`src/hdl/qsvp_pkg.sv`:
```
// Shared widths and codes of the quintic segment velocity planner.
package qsvp_pkg;

	// signed magnitude range of the wide intermediates
	localparam int MAG_W  = 64;
	// divisor width: twice a 32-bit duration
	localparam int DIV_W  = 33;
	// width of a time operand and of the stream words
	localparam int TIME_W = 32;

	typedef logic [0:0] reg_index_t;

	localparam reg_index_t REG_TIMER_RATE   = 1'b0;
	localparam reg_index_t REG_MIN_VELOCITY = 1'b1;

	localparam logic KIND_SEGMENT = 1'b0;
	localparam logic KIND_SAMPLE  = 1'b1;

endpackage

```
`src/hdl/qsvp_serial_div.sv`:
```
// Radix-2 restoring divider: (dividend * 2^FRAC_BITS) / divisor, one quotient bit per cycle.
module qsvp_serial_div #(
	parameter int FRAC_BITS = 16
) (
	input  logic                                      clk,
	input  logic                                      arst_n,
	input  logic                                      start,
	input  logic [qsvp_pkg::MAG_W-1:0]                dividend,
	input  logic [qsvp_pkg::DIV_W-1:0]                divisor,
	output logic                                      done,
	output logic [qsvp_pkg::MAG_W+FRAC_BITS-1:0]      quotient
);

	localparam int QW   = qsvp_pkg::MAG_W + FRAC_BITS;
	localparam int DVW  = qsvp_pkg::DIV_W;
	localparam int CNTW = $clog2(QW + 1);

	logic [QW-1:0]   shreg_q;
	logic [DVW-1:0]  rem_q;
	logic [DVW-1:0]  dvs_q;
	logic [CNTW-1:0] cnt_q;
	logic            busy_q;
	logic            done_q;

	logic [DVW:0] trial;
	logic [DVW:0] diff;
	logic         ge;

	assign trial = {rem_q, shreg_q[QW-1]};
	assign diff  = trial - {1'b0, dvs_q};
	assign ge    = !diff[DVW];

	always_ff @(posedge clk or negedge arst_n) begin
		if (!arst_n) begin
			busy_q <= 1'b0;
			done_q <= 1'b0;
			cnt_q  <= '0;
		end else begin
			done_q <= 1'b0;
			if (start) begin
				busy_q <= 1'b1;
				cnt_q  <= CNTW'(QW);
			end else if (busy_q) begin
				cnt_q <= cnt_q - 1'b1;
				if (cnt_q == CNTW'(1)) begin
					busy_q <= 1'b0;
					done_q <= 1'b1;
				end
			end
		end
	end

	// shift the dividend out at the top while quotient bits enter at the bottom
	always_ff @(posedge clk) begin
		if (start) begin
			shreg_q <= {dividend, {FRAC_BITS{1'b0}}};
			rem_q   <= '0;
			dvs_q   <= divisor;
		end else if (busy_q) begin
			shreg_q <= {shreg_q[QW-2:0], ge};
			rem_q   <= ge ? diff[DVW-1:0] : trial[DVW-1:0];
		end
	end

	assign done     = done_q;
	assign quotient = shreg_q;

endmodule

```
`config.mk`:
```
export PLATFORM = sky130hd
export DESIGN_NAME = qsvp_serial_div
export DESIGN_NICKNAME = d
export VERILOG_FILES = /design/src/hdl/qsvp_pkg.sv /design/src/hdl/qsvp_serial_div.sv
export SDC_FILE = /design/constraint.sdc
export NUM_CORES = 1
export LEC_CHECK = 0
export BUFFER_PORTS_ARGS = -buffer_cell sky130_fd_sc_hd__buf_2
export CORE_ASPECT_RATIO = 1.75
export CORE_UTILIZATION = 35
export DETAILED_ROUTE_END_ITERATION = 12
export PLACE_DENSITY = 0.58
export SYNTH_ARGS = -nofsm -noshare
export SYNTH_HDL_FRONTEND = slang
export SYNTH_SLANG_ARGS = --single-unit
```
`constraint.sdc`:
```
create_clock -name clk -period 3.05 [get_ports clk]
set_input_delay 0.1525 -clock clk [delete_from_list [all_inputs] [get_ports clk]]
set_output_delay 0.1525 -clock clk [all_outputs]
set_load 0.02 [all_outputs]
```
==> reports/metrics.yaml <==
grt_usage_pct: 17.82
critPathLaunchType: "register"
synth_cells: 739
worst_pin_slew_ns: 0.6304
route.detailed.drc: 0
netlist.area_leader.share_pct: 36.24
tns_ns: 0
final_core_util_pct: 48.15
relSlewSlack_pct: 57.97
endpoint_kind: "register"
yosysTopAreaCell: "edfxtp_1"
dr.first_iter.drc_count: 301
cts_sinks: 155
arrival_ns: 3.26
cp_max_fo: 8
grt_max_degree: 78
hold_slack_ns: 0.02296
status: "complete, no violations"
routed_wl_um: 21040
design_area_um2: 10910
placed_area_um2: 9555
path_clk_slew_ns: 0.06
clockPowerShare_pct: 26.4
synth_area_um2: 8036
post-route-period-util_pct: 95.43
synth_cell_type_count: 63
n_antenna_cell: 0
placedCellCount: 1228
grt_pass1_vias: 6426
post-place-ws_ns: -0.07645
final_common_cell: "buf_2"
syn-num-nets: 875
synth_warnings: 0
ir_drop_mv: 0.4317
fillers: 2162
leakage_nw: 5.006
cts_tree: "done"
overflow: 0
critical_path_class: "reg2reg"
floorplan.initialDensity_pct: 35.48
synth_area_leaders: "edfxtp_1 (36%), dfxtp_1 (12%), a22o_1 (6.6%), ha_1 (5.4%), nand2_1 (3.5%)"
seqPwrFrac_pct: 31.1
p_int_mw: 6.005
p_total_mw: 9.180
grt_pass1_wl_um: 31860
clock_latency_ns: 0.44
holdCritPathClass: "in2reg"
core_um2: 22650
avgSynthCellArea_um2: 10.87
cap_violations: 0
combPwrFrac_pct: 42.5
detailed_place_hpwl_um: 14890
die_area_um2: 23600
ios: 181
final_cell_mix: "buf_2 (179), edfxtp_1 (97), nand2_1 (76), nor2_1 (67), a22o_1 (61)"
final_antenna_net_count: 0
ys_seq_elements: 155
die_h_um: 202.5
cts_buffers: 17
die_w_um: 116.5
cts_max_level: 4
p_per_area_nw_per_um2: 841.7
via_per_inst: 4.992
rows: 73
drive_gt1_share_pct: 31.81
instances_no_fill: 1309
seq_area_frac_synth_pct: 51.25
finClkSkew_ns: 0.008895
area.growth.synth_to_final_pct: 35.72
fmax_mhz: 343.6
gp_congestion: 0.8349
finalCriticalPeriod_ns: 2.911
firstDrtPassIters: 4
async_flop_share_pct: 5.806
synthFlopType: "edfxtp_1"
switching_share_pct: 34.59
finalHoldViolations: 0
final_max_slew_viol_count: 0
wl_per_cell_um: 16.07
num_vias: 6534
setup_ws_ns: 0.1395
antenna_found_initial: 0
root_buffer: "clkbuf_16"
synth-edff-count: 97
required_ns: 3.40
nets: 1132
setup_viol: 0
portBuffers: 180
clockBufferDepth: 2
p_switching_mw: 3.175
## sequential cells by signal (all words and copies together), names as in the netlist
signal    cells
quotient     80
dvs_q        33
rem_q        33
cnt_q         7
busy_q        1
done          1
## Yosys cell counts, types with 3 or more instances
cell      instances
a311oi_1         14
nand4_1           3
nand2_1          76
mux2i_1          19
a31oi_1           6
o21a_1           10
dfxtp_1          49
o21ai_0          16
nor2_1           67
nand2b_1          7
or2_2             3
a22o_1           61
a211oi_1          3
nand3b_1          3
o211ai_1          6
o21bai_1          6
buf_1             9
clkbuf_1         27
or3_1             4
a21o_1           21
xnor2_1          19
ha_1             35
o31ai_1           4
o32ai_1           3
inv_1            44
a21oi_1          22
and3_1            7
xor2_1           14
nor3_1            5
nand3_1          11
edfxtp_1         97
a311oi_2         14
nor2b_1           6
buf_6             4
dfrtp_1           9
## cell type report
cell class | instances | area (um^2) | area share, %
clock buffer | 18 | 429.2 | 3.935
clock inverter | 14 | 239.0 | 2.191
inverter | 44 | 165.2 | 1.514
multi-input combinational | 498 | 3736 | 34.25
sequential | 155 | 4123 | 37.80
tap | 300 | 375.4 | 3.442
timing repair buffer | 280 | 1839 | 16.86
## final timing paths
| kind | slack (ns) | cells past startpoint | to | start |
|---|---|---|---|---|
| max in group asynchronous | 2.71 | 2 | busy_q | arst_n |
| min | 0.02 | 2 | quotient[46] | dividend[30] |
| min reg2reg | 0.50 | 2 | rem_q[24] | rem_q[23] |
| max reg2reg | 0.14 | 11 | rem_q[8] | dvs_q[26] |
| min in group asynchronous | 0.13 | 2 | cnt_q[0] | arst_n |
| max | 0.14 | 11 | rem_q[8] | dvs_q[26] |
## worst max-delay path, stage by stage (launching register included)
cell      delay (ns)
edfxtp_1        0.36
inv_1           0.09
ha_1            0.24
a21o_1          0.19
a21oi_2         0.18
o21ai_1         0.09
a21o_1          0.19
a221o_1         0.35
a21oi_4         0.24
xor2_4          0.19
or3_1           0.45
a311oi_2        0.27
## routing by layer
metal	GRT usage [%]	up-vias	part of all wire, %
li1	-	3255	-
met1	17.49	3097	38
met2	35.04	161	56
met3	3.761	21	4.3
met4	6.691	0	1.9
met5	0	-	0
## power groups by stage
stage               clock [mW]  sequential (mW)  combinational (mW)
finish                    2.42             2.85                3.90
global route              2.57             2.90                4.28
CTS                       2.49             2.85                3.57
detailed placement           0             2.89                3.46
global placement             0             2.89                3.45
floorplan                    0             2.94                2.27
## kinds of logic after synthesis
logic type,synth area share [%]
AOI/OAI and AO/OA,20.99
and+or+nand+nor,11.33
DFF,51.25
buffers and inverters,4.422
adders and majority gates,5.698
xor gates and xnor gates,3.939
muxes,2.366
## what timing repair did
item / in CTS / in global routing
endpoints found under the setup margin: 10 / 29
resized for setup: 6 / 32
hold buffers: 40 / 0
cloned: 0 / 1
pin swaps: 3 / 18
hold endpoints to repair: 48 / 0
buffers inserted: 0 / 9
(Power assumes the default switching activity.)
