--- config.mk ---
export PLATFORM = sky130hd
export DESIGN_NAME = qsvp_serial_mul
export DESIGN_NICKNAME = d
export VERILOG_FILES = /design/src/hdl/qsvp_pkg.sv /design/src/hdl/qsvp_serial_mul.sv
export SDC_FILE = /design/constraint.sdc
export NUM_CORES = 1
export LEC_CHECK = 0
export BUFFER_PORTS_ARGS = -buffer_cell sky130_fd_sc_hd__buf_2
export CAP_MARGIN = 20
export CORE_MARGIN = 2
export CORE_UTILIZATION = 51
export CTS_CLUSTER_SIZE = 12
export DETAILED_ROUTE_END_ITERATION = 12
export GPL_ROUTABILITY_DRIVEN = 0
export PLACE_DENSITY = 0.82
export SLEW_MARGIN = 20
export SYNTH_ARGS = -nofsm -noshare
export SYNTH_HDL_FRONTEND = slang
export SYNTH_SLANG_ARGS = --single-unit
--- constraint.sdc ---
create_clock -name clk -period 2.9 [get_ports clk]
set_input_delay 0.29 -clock clk [delete_from_list [all_inputs] [get_ports clk]]
set_output_delay 0.29 -clock clk [all_outputs]
set_load 0.005 [all_outputs]
--- src/hdl/qsvp_pkg.sv ---
// Shared widths and codes of the quintic segment velocity planner.
package qsvp_pkg;

	// signed magnitude range of the wide intermediates
	localparam int MAG_W  = 64;
	// divisor width: twice a 32-bit duration
	localparam int DIV_W  = 33;
	// width of a time operand and of the stream words
	localparam int TIME_W = 32;

	typedef logic [0:0] reg_index_t;

	localparam reg_index_t REG_TIMER_RATE   = 1'b0;
	localparam reg_index_t REG_MIN_VELOCITY = 1'b1;

	localparam logic KIND_SEGMENT = 1'b0;
	localparam logic KIND_SAMPLE  = 1'b1;

endpackage

--- src/hdl/qsvp_serial_mul.sv ---
// Shift-add multiplier: magnitude times a 32-bit time, one multiplier bit per cycle.
module qsvp_serial_mul #(
	parameter int COEFF_WIDTH = 64
) (
	input  logic                                     clk,
	input  logic                                     arst_n,
	input  logic                                     start,
	input  logic [COEFF_WIDTH-1:0]                   multiplicand,
	input  logic [qsvp_pkg::TIME_W-1:0]              multiplier,
	output logic                                     done,
	output logic [COEFF_WIDTH+qsvp_pkg::TIME_W-1:0]  product
);

	localparam int CW   = COEFF_WIDTH;
	localparam int TW   = qsvp_pkg::TIME_W;
	localparam int CNTW = $clog2(TW + 1);

	logic [CW-1:0]   hi_q;
	logic [TW-1:0]   lo_q;
	logic [CW-1:0]   mcand_q;
	logic [CNTW-1:0] cnt_q;
	logic            busy_q;
	logic            done_q;

	logic [CW:0] sum;

	assign sum = {1'b0, hi_q} + (lo_q[0] ? {1'b0, mcand_q} : '0);

	always_ff @(posedge clk or negedge arst_n) begin
		if (!arst_n) begin
			busy_q <= 1'b0;
			done_q <= 1'b0;
			cnt_q  <= '0;
		end else begin
			done_q <= 1'b0;
			if (start) begin
				busy_q <= 1'b1;
				cnt_q  <= CNTW'(TW);
			end else if (busy_q) begin
				cnt_q <= cnt_q - 1'b1;
				if (cnt_q == CNTW'(1)) begin
					busy_q <= 1'b0;
					done_q <= 1'b1;
				end
			end
		end
	end

	always_ff @(posedge clk) begin
		if (start) begin
			hi_q    <= '0;
			lo_q    <= multiplier;
			mcand_q <= multiplicand;
		end else if (busy_q) begin
			hi_q <= sum[CW:1];
			lo_q <= {sum[0], lo_q[TW-1:1]};
		end
	end

	assign done    = done_q;
	assign product = {hi_q, lo_q};

endmodule

==> reports/results.ini, run 1 <==
[setup_path]
critPathMaxFanout=27
required_ps=3260
r2r_start=lo_q[0]
r2r_slack_ps=-460
crit_path_end_kind=flip-flop
max_stage_delay_ps=640
start_kind=flip-flop
setup.worst_path.start=lo_q[0]
slowest_stage=or4_2
critPathArrivalTime_ps=3720
critPathKind=reg -> reg
crit_chain=buf_12, buf_8, and2_1, ha_1, nand2_1, buf_4, or4_2, o21ai_1, o311ai_4, a21oi_2, nor3_2, o31ai_2
cpLargestDelayFamily=simple AND/OR/NAND/NOR gates
path_buf_inv=3

[power]
leakagePower_nw=6.50
fin_total_pwr_mw=11.3
peakVddDrop_mv=0.456
p_per_area_mw_per_mm2=787

[cts]
cts-root-buf=clkbuf_16
clkSinkCount=168
h-tree-depth=4
cts_made_buffers=17
clk_latency_ps=440
cts_tree=yes
clk_pin_slew_ps=80
cts_buffer_depth=2

[sta]
hold_viol=0
tightest_slew_ps=708
fin_ws_ps=-457
drv_slew=0
fin_crit_sh_pct=116
slew_headroom_pct=52.8
setup_violations=39
post-route-min-period_ps=3360
max_freq_mhz=298
rsz0062_at_grt=yes
fin_skew_ps=11.7

[route]
postRouteAntennaNets=0
first_pass_iters=6
wl_per_cell_um=17.6
totalWireLength_um=29300
vias=9385
drc=0
drtIter0Drc=764
routed_via_density=5.65

[synthesis]
ys_dominant_reg_cell=edfxtp_1
synth.distinct_cells=74
synth_top_cell_by_area=edfxtp_1
ys_seq_elements=168
async_reset_ff_share_pct=4.76
syn_avg_cell_area_sq_um=9.95
synth_area_sq_mm=0.00997
yosysTopAreaCellShare_pct=28.9
synth_edf_count=96
syn-num-nets=1168
postSynthCellCount=1002
yosys_warnings=0
ys_seq_area_share_pct=43.8
synth_area_leaders=edfxtp_1, dfxtp_1, ha_1, and2_1, a21oi_1

[finish]
final_core_util_pct=73.9
antennaDiodeCount=0
layout_common_cells=buf_4, buf_2, edfxtp_1
n_fill_cell=1278
drive_gt1_share_pct=44.8
layout.nets=1550
area_growth_pct=43.4
final_common_cell=buf_4

[global_routing]
grt_max_degree=61
track_usage_pct=27.1
grt_pass1_wl_um=44400
grt_pass1_vias=9273
antenna_found_initial=0
grt_overflow=0

[floorplan]
ios=196
floorplan.initialDensity_pct=51.5
die_h_um=144
core_sq_mm=0.0193
die_area_sq_mm=0.0207
die_w_um=144
num_rows=51

[status]
outcome=finished with violations
violations=setup timing

[placement]
place.detailed.hpwl_um=20200
io_buffers=195

[job]
cap_violations=0

[min_path]
worstHoldPathType=in -> reg
hold_start=multiplicand[59]

-- registers in the layout (all words and copies together), names as in the netlist --
name and count:
hi_q 64, busy_q 1, lo_q 32, done 1
cnt_q 6, mcand_q 64
-- metrics by stage --
step	TNS (ps)	std cells	instance area (sq um)	hold slack (ps)	worst slack, ps
after floorplan	-1330	1002	10400	-5.59	-203
after global placement	-6730	1616	12900	138	-455
after detailed placement	-9640	1616	12900	142	-551
after CTS	-6890	1655	13900	9.06	-362
after global routing	-12960	1662	14300	6.43	-531
final	-8450	1662	14300	20.0	-457
-- path summary, 6_finish.rpt --
kind | end | cells after the start
setup / recovery | hi_q[60] | 12
hold / removal | mcand_q[59] | 1
setup reg to reg | hi_q[60] | 12
hold reg to reg | hi_q[32] | 2
max in group asynchronous | busy_q | 2
min in group asynchronous | cnt_q[1] | 2
-- cells in the mapped netlist, types with 5 or more instances --
cell and n:
nand2_1 71, o21ai_1 43, a31oi_1 9, dfxtp_1 64, nor3_1 6, nor2_1 92, a21o_1 34, a21oi_1 76
o21bai_1 15, o211ai_1 6, nand2b_1 5, clkbuf_1 31, a211oi_1 12, edfxtp_1 96, and2_1 70, nand3_1 12
nand4_1 21, mux2i_1 28, and3_1 8, buf_2 8, mux2_2 32, o21a_1 5, dfrtp_1 8, buf_1 5
xor2_1 29, inv_1 16, o21ai_0 27, xnor2_1 32, ha_1 66
-- cell families after synthesis --
logic type,count (synthesis),share of synthesized area [%]
DFF,168,43.8
xor gates and xnor gates,61,5.36
adders and majority gates,67,8.49
AOI/OAI and AO/OA,268,17.5
and+or+nand+nor,312,15.6
buffers and inverters,66,2.92
muxes,60,6.43
-- worst reg2reg max path, cell delays in order, from the launching register on --
cell and delay, ps:
edfxtp_1 420, buf_12 190, buf_8 170, and2_1 190, ha_1 360, nand2_1 120
buf_4 150, or4_2 640, o21ai_1 340, o311ai_4 190, a21oi_2 240, nor3_2 60
o31ai_2 210
-- power by group --
part	internal (mW)	total, mW	switching (mW)
logic	2.80	5.47	2.68
clock network	1.17	2.30	1.13
registers	3.03	3.48	0.442
total	7.00	11.3	4.25
-- cell type report --
| type | instances | area [sq um] | area share [%] |
|---|---|---|---|
| inverter | 16 | 60.1 | 0.420 |
| multi-input combinational | 768 | 6280 | 43.9 |
| tap | 265 | 332 | 2.32 |
| clock inverter | 15 | 170 | 1.19 |
| timing repair buffer | 413 | 2660 | 18.6 |
| sequential | 168 | 4370 | 30.5 |
| clock buffer | 17 | 425 | 2.98 |
-- repair_timing --
| item | CTS | global route |
|---|---|---|
| hold buffers | 1 | 0 |
| gates resized for setup | 63 | 56 |
| endpoints found under the setup margin | 41 | 47 |
| endpoints found under the hold margin | 8 | 0 |
| buffers inserted | 6 | 7 |
| pin swaps | 15 | 14 |
-- per-layer routing --
layer,track usage [%],part of all wire (%),routed length (um),vias up
met4,9.13,2.6,769,0
met1,32.7,41,12100,4473
met2,47.3,49,14400,387
met3,6.43,6.9,2010,88
met5,0,0,0,-
li1,-,-,-,4437
No activity file was read; power rests on OpenSTA's default activity.
==> run 2, diff against run 1 <==
--- a/config.mk
+++ b/config.mk
@@ -7,12 +7,14 @@
 export LEC_CHECK = 0
 export BUFFER_PORTS_ARGS = -buffer_cell sky130_fd_sc_hd__buf_2
 export CAP_MARGIN = 20
+export CELL_PAD_IN_SITES_DETAIL_PLACEMENT = 1
+export CELL_PAD_IN_SITES_GLOBAL_PLACEMENT = 1
 export CORE_MARGIN = 2
-export CORE_UTILIZATION = 51
+export CORE_UTILIZATION = 39
 export CTS_CLUSTER_SIZE = 12
 export DETAILED_ROUTE_END_ITERATION = 12
 export GPL_ROUTABILITY_DRIVEN = 0
-export PLACE_DENSITY = 0.82
+export PLACE_DENSITY = 0.81
 export SLEW_MARGIN = 20
 export SYNTH_ARGS = -nofsm -noshare
 export SYNTH_HDL_FRONTEND = slang
==> reports/results.ini, run 2 (synthesis gave the netlist of run 1 again) <==
[cts]
clkSinkCount=168  ; unchanged
cts_made_buffers=17  ; unchanged
cts_buffer_depth=2  ; unchanged
cts-root-buf=clkbuf_16  ; unchanged
h-tree-depth=4  ; unchanged
clk_pin_slew_ps=80  ; about the same
clk_latency_ps=470  ; was 440 ps
cts_tree=yes  ; unchanged

[setup_path]
crit_path_end_kind=flip-flop  ; unchanged
required_ps=3240  ; was 3260 ps
rr_worst_depth=16  ; was 12
start_kind=flip-flop  ; unchanged
critPathKind=reg -> reg  ; unchanged
critPathArrivalTime_ps=3870  ; was 3720 ps
critPathMaxFanout=24  ; was 27

[global_routing]
grt_pass1_wl_um=54500  ; was 44,400 um
grt_max_degree=54  ; was 61
grt_pass1_vias=10400  ; was 9,273
antenna_found_initial=1  ; was 0
track_usage_pct=25.9  ; was 27.1%
grt_overflow=0  ; unchanged

[floorplan]
core_sq_mm=0.0251  ; was 0.0193 sq mm
floorplan.initialDensity_pct=39.7  ; was 51.5%
die_w_um=164  ; was 144 um
num_rows=58  ; was 51
ios=196  ; unchanged
die_area_sq_mm=0.0269  ; was 0.0207 sq mm
die_h_um=164  ; was 144 um

[sta]
tightest_slew_ps=635  ; was 708 ps
finalHoldWorstSlack_ps=-6.64  ; was 20.0 ps
post-route-min-period_ps=3530  ; was 3360 ps
tns_ps=-13630  ; was -8450 ps
fin_ws_ps=-629  ; was -457 ps
drv_slew=0  ; unchanged
max_freq_mhz=283  ; was 298 MHz
fin_skew_ps=30.8  ; was 11.7 ps
hold_viol=1  ; was 0
setup_violations=47  ; was 39
rsz0062_at_grt=yes  ; unchanged
fin_crit_sh_pct=122  ; was 116%
slew_headroom_pct=57.6  ; was 52.8%

[power]
fin_total_pwr_mw=11.6  ; was 11.3 mW
p_per_area_mw_per_mm2=785  ; was 787 mW/mm^2
leakagePower_nw=6.71  ; was 6.50 nW
peakVddDrop_mv=0.622  ; was 0.456 mV

[route]
met2_length_um=19300  ; was 14,400 um
first_pass_iters=7  ; was 6
wl_per_cell_um=21.2  ; was 17.6 um
totalWireLength_um=37700  ; was 29,300 um
vias=9782  ; was 9,385
drc=0  ; unchanged
wl_met1_um=15200  ; was 12,100 um
highest_layer=met4  ; unchanged
drtIter0Drc=596  ; was 764
postRouteAntennaNets=0  ; unchanged
route.met3.wl_um=1990  ; was 2010 um
routed_via_density=5.50  ; was 5.65

[finish]
final_common_cell=buf_4  ; unchanged
layout.nets=1600  ; was 1,550
n_fill_cell=2792  ; was 1,278
regArea_sq_mm=0.00437  ; unchanged
area_growth_pct=48.5  ; was 43.4%
drive_gt1_share_pct=43.7  ; was 44.8%
reg_top3=hi_q: 64 flops, mcand_q: 64 flops, lo_q: 32 flops  ; unchanged
layout_common_cells=buf_4, buf_2, edfxtp_1  ; unchanged
multi_input_area_sq_mm=0.00623  ; was 0.00628 sq mm

[placement]
place.detailed.hpwl_um=23900  ; was 20,200 um
io_buffers=195  ; unchanged

[status]
outcome=finished with violations  ; unchanged
violations=hold timing, setup timing  ; was setup timing

[min_path]
min_path_cells=1  ; unchanged
worstHoldPathType=in -> reg  ; unchanged

[job]
cap_violations=0  ; unchanged

## run 2: cell type report
class                           count  share of cell area, %
Multi-Input combinational cell    768                   42.1
Clock buffer                       17                   2.87
Inverter                           16                  0.406
Tap cell                          330                   2.79
Clock inverter                     15                   1.07
Antenna cell                        1                 0.0169
Timing Repair Buffer              463                   21.3
Sequential cell                   168                   29.5
## run 2: where the power goes
group	leakage (nW)	total (mW)	internal (mW)	switching (mW)
combinational	4.84	5.82	2.84	2.99
clock	0.284	2.33	1.15	1.18
sequential	1.59	3.47	3.03	0.437
total	6.71	11.6	7.02	4.60
## run 2: critical path: stages (launching register included)
cell      delay, ps
edfxtp_1        440
buf_12          190
and2_4          150
ha_4            280
a21oi_4          60
buf_4           140
o211ai_1        240
a31o_1          230
o41ai_1         110
buf_4           150
o211a_1         260
o21ba_4         250
buf_4           150
o311a_4         370
o21ai_2         140
xnor2_1         140
o21ai_1          70
## run 2: through the flow
stage	setup slack (ps)	util, %	area [sq um]	instances
final	-629	59.0	14800	1778
after global routing	-731	58.9	14800	1777
after CTS	-456	57.0	14300	1751
after detailed placement	-580	52.1	13100	1691
after global placement	-483	52.1	13100	1691
after floorplan	-203	-	10400	1002
## run 2: what timing repair did
action	CTS	global route
resized for setup	70	46
buffers inserted	7	7
pin swaps	20	23
hold buffers	21	19
endpoints found under the hold margin	28	19
setup endpoints to repair	46	53
## run 2: metal layers
| layer | GRT usage [%] | vias up |
|---|---|---|
| met2 | 46.4 | 344 |
| met5 | 0 | - |
| met1 | 30.1 | 4818 |
| met4 | 9.49 | 0 |
| met3 | 5.81 | 103 |
| li1 | - | 4517 |
## run 2: worst paths after layout
kind                            slack [ps]        startpoint          end
worst max-delay path                  -630           lo_q[0]     hi_q[59]
worst min-delay path                    -7  multiplicand[13]  mcand_q[13]
worst max register to register        -630           lo_q[0]     hi_q[59]
worst min register to register         470          hi_q[56]     hi_q[56]
max in group asynchronous             2480            arst_n       busy_q
min in group asynchronous              220            arst_n     cnt_q[0]
==> run 3, diff against run 2 <==
--- a/config.mk
+++ b/config.mk
@@ -14,7 +14,7 @@
 export CTS_CLUSTER_SIZE = 12
 export DETAILED_ROUTE_END_ITERATION = 12
 export GPL_ROUTABILITY_DRIVEN = 0
-export PLACE_DENSITY = 0.81
+export PLACE_DENSITY_LB_ADDON = 0.1
 export SLEW_MARGIN = 20
 export SYNTH_ARGS = -nofsm -noshare
 export SYNTH_HDL_FRONTEND = slang
==> reports/results.ini, run 3 (synthesis gave the netlist of run 1 again) <==
[status]
outcome=finished with violations  ; unchanged
violations=setup timing  ; was hold timing, setup timing

[placement]
dp_slack_ps=-670  ; was -580 ps
io_buffers=195  ; unchanged
placed_area_sq_mm=0.0132  ; was 0.0131 sq mm
place.detailed.hpwl_um=23100  ; was 23,900 um
dp.cells=1703  ; was 1,691

[cts]
h-tree-depth=4  ; unchanged
cts-root-buf=clkbuf_16  ; unchanged
clk_latency_ps=440  ; was 470 ps
cts_buffer_depth=2  ; unchanged
cts_tree=yes  ; unchanged
clk_pin_slew_ps=80  ; about the same
clkSinkCount=168  ; unchanged
cts_made_buffers=17  ; unchanged

[floorplan]
core_sq_mm=0.0251  ; unchanged
die_area_sq_mm=0.0269  ; unchanged
die_w_um=164  ; unchanged
die_h_um=164  ; unchanged
floorplan.initialDensity_pct=39.7  ; unchanged
num_rows=58  ; unchanged
ios=196  ; unchanged

[global_routing]
grt_overflow=0  ; unchanged
antenna_found_initial=0  ; was 1
grt_max_degree=89  ; was 54
grt_pass1_wl_um=51200  ; was 54,500 um
grt_pass1_vias=9913  ; was 10,400
track_usage_pct=24.0  ; was 25.9%

[finish]
final_common_cell=buf_4  ; unchanged
fin_area_sq_mm=0.0146  ; was 0.0148 sq mm
area_growth_pct=46.0  ; was 48.5%
final_core_util_pct=58.0  ; was 59.0%
antennaDiodeCount=0  ; was 1
instances_no_fill=1758  ; was 1,778
drive_gt1_share_pct=45.1  ; was 43.7%
layout_common_cells=buf_4, buf_2, edfxtp_1  ; unchanged
layout.nets=1581  ; was 1,600
reg_top3=hi_q: 64 flops, mcand_q: 64 flops, lo_q: 32 flops  ; unchanged

[route]
postRouteAntennaNets=0  ; unchanged
vias=9224  ; was 9,782
wl_per_cell_um=18.2  ; was 21.2 um
first_pass_iters=4  ; was 7
drc=0  ; unchanged
drtIter0Drc=387  ; was 596
totalWireLength_um=32100  ; was 37,700 um
routed_via_density=5.25  ; was 5.50

[setup_path]
critPathKind=reg -> reg  ; unchanged
critPathArrivalTime_ps=3670  ; was 3870 ps
required_ps=3260  ; was 3240 ps
start_kind=flip-flop  ; unchanged
crit_path_end_kind=flip-flop  ; unchanged
critPathMaxFanout=25  ; was 24

[power]
peakVddDrop_mv=0.349  ; was 0.622 mV
fin_total_pwr_mw=11.4  ; was 11.6 mW
leakagePower_nw=6.65  ; was 6.71 nW
p_per_area_mw_per_mm2=781  ; was 785 mW/mm^2

[sta]
fin_ws_ps=-411  ; was -629 ps
post-route-min-period_ps=3310  ; was 3530 ps
hold_viol=0  ; was 1
max_freq_mhz=302  ; was 283 MHz
fin_skew_ps=13.1  ; was 30.8 ps
tns_ps=-8490  ; was -13,630 ps
tightest_slew_ps=659  ; was 635 ps
fin_crit_sh_pct=114  ; was 122%
slew_headroom_pct=56.1  ; was 57.6%
drv_slew=0  ; unchanged
finalHoldWorstSlack_ps=18.6  ; was -6.64 ps
rsz0062_at_grt=yes  ; unchanged
setup_violations=40  ; was 47

[job]
cap_violations=0  ; unchanged

[min_path]
worstHoldPathType=in -> reg  ; unchanged

==> run 3: final timing paths <==
| path | startpoint | to | slack, ps | cells after the start |
|---|---|---|---|---|
| max reg2reg | lo_q[0] | hi_q[60] | -410 | 15 |
| min | multiplicand[1] | mcand_q[1] | 20 | 1 |
| min reg2reg | hi_q[57] | hi_q[57] | 470 | 2 |
| max | lo_q[0] | hi_q[60] | -410 | 15 |
| max in group asynchronous | arst_n | busy_q | 2440 | 2 |
| min in group asynchronous | arst_n | cnt_q[4] | 260 | 2 |
==> run 3: report_power, final <==
group	internal, mW	switching [mW]	leakage (nW)
combinational	2.85	2.69	4.76
clock	1.17	1.19	0.295
sequential	3.03	0.425	1.59
==> run 3: critical path: stages, from the launching register on <==
cell and delay [ps]:
edfxtp_1 420, buf_12 190, and2_1 170, ha_4 220, buf_4 150, and3_4 170
and2_4 160, a2111oi_4 400, a21oi_4 120, o21ai_4 180, a311oi_2 120, buf_4 190
o311ai_4 250, a21oi_2 100, o21a_1 200, o31ai_2 180
==> run 3: metal layers <==
metal | global-route usage (%) | wire (um)
met5 | 0 | 0
met4 | 5.10 | 314
met3 | 4.75 | 1410
met2 | 42.1 | 16000
met1 | 30.6 | 14400
==> run 3: cell type report <==
type	instances	area (sq um)
inverter	16	60.1
timing repair buffer	444	2920
multi-input combinational	768	6190
clock buffer	17	425
tap	330	413
fill	2854	10600
sequential	168	4370
clock inverter	15	180
==> run 3: what timing repair did <==
| action | CTS | global route |
|---|---|---|
| setup endpoints to repair | 44 | 49 |
| pin swaps | 27 | 12 |
| hold buffers | 7 | 2 |
| hold endpoints to repair | 14 | 2 |
| gates resized for setup | 70 | 34 |
| setup buffers | 9 | 5 |
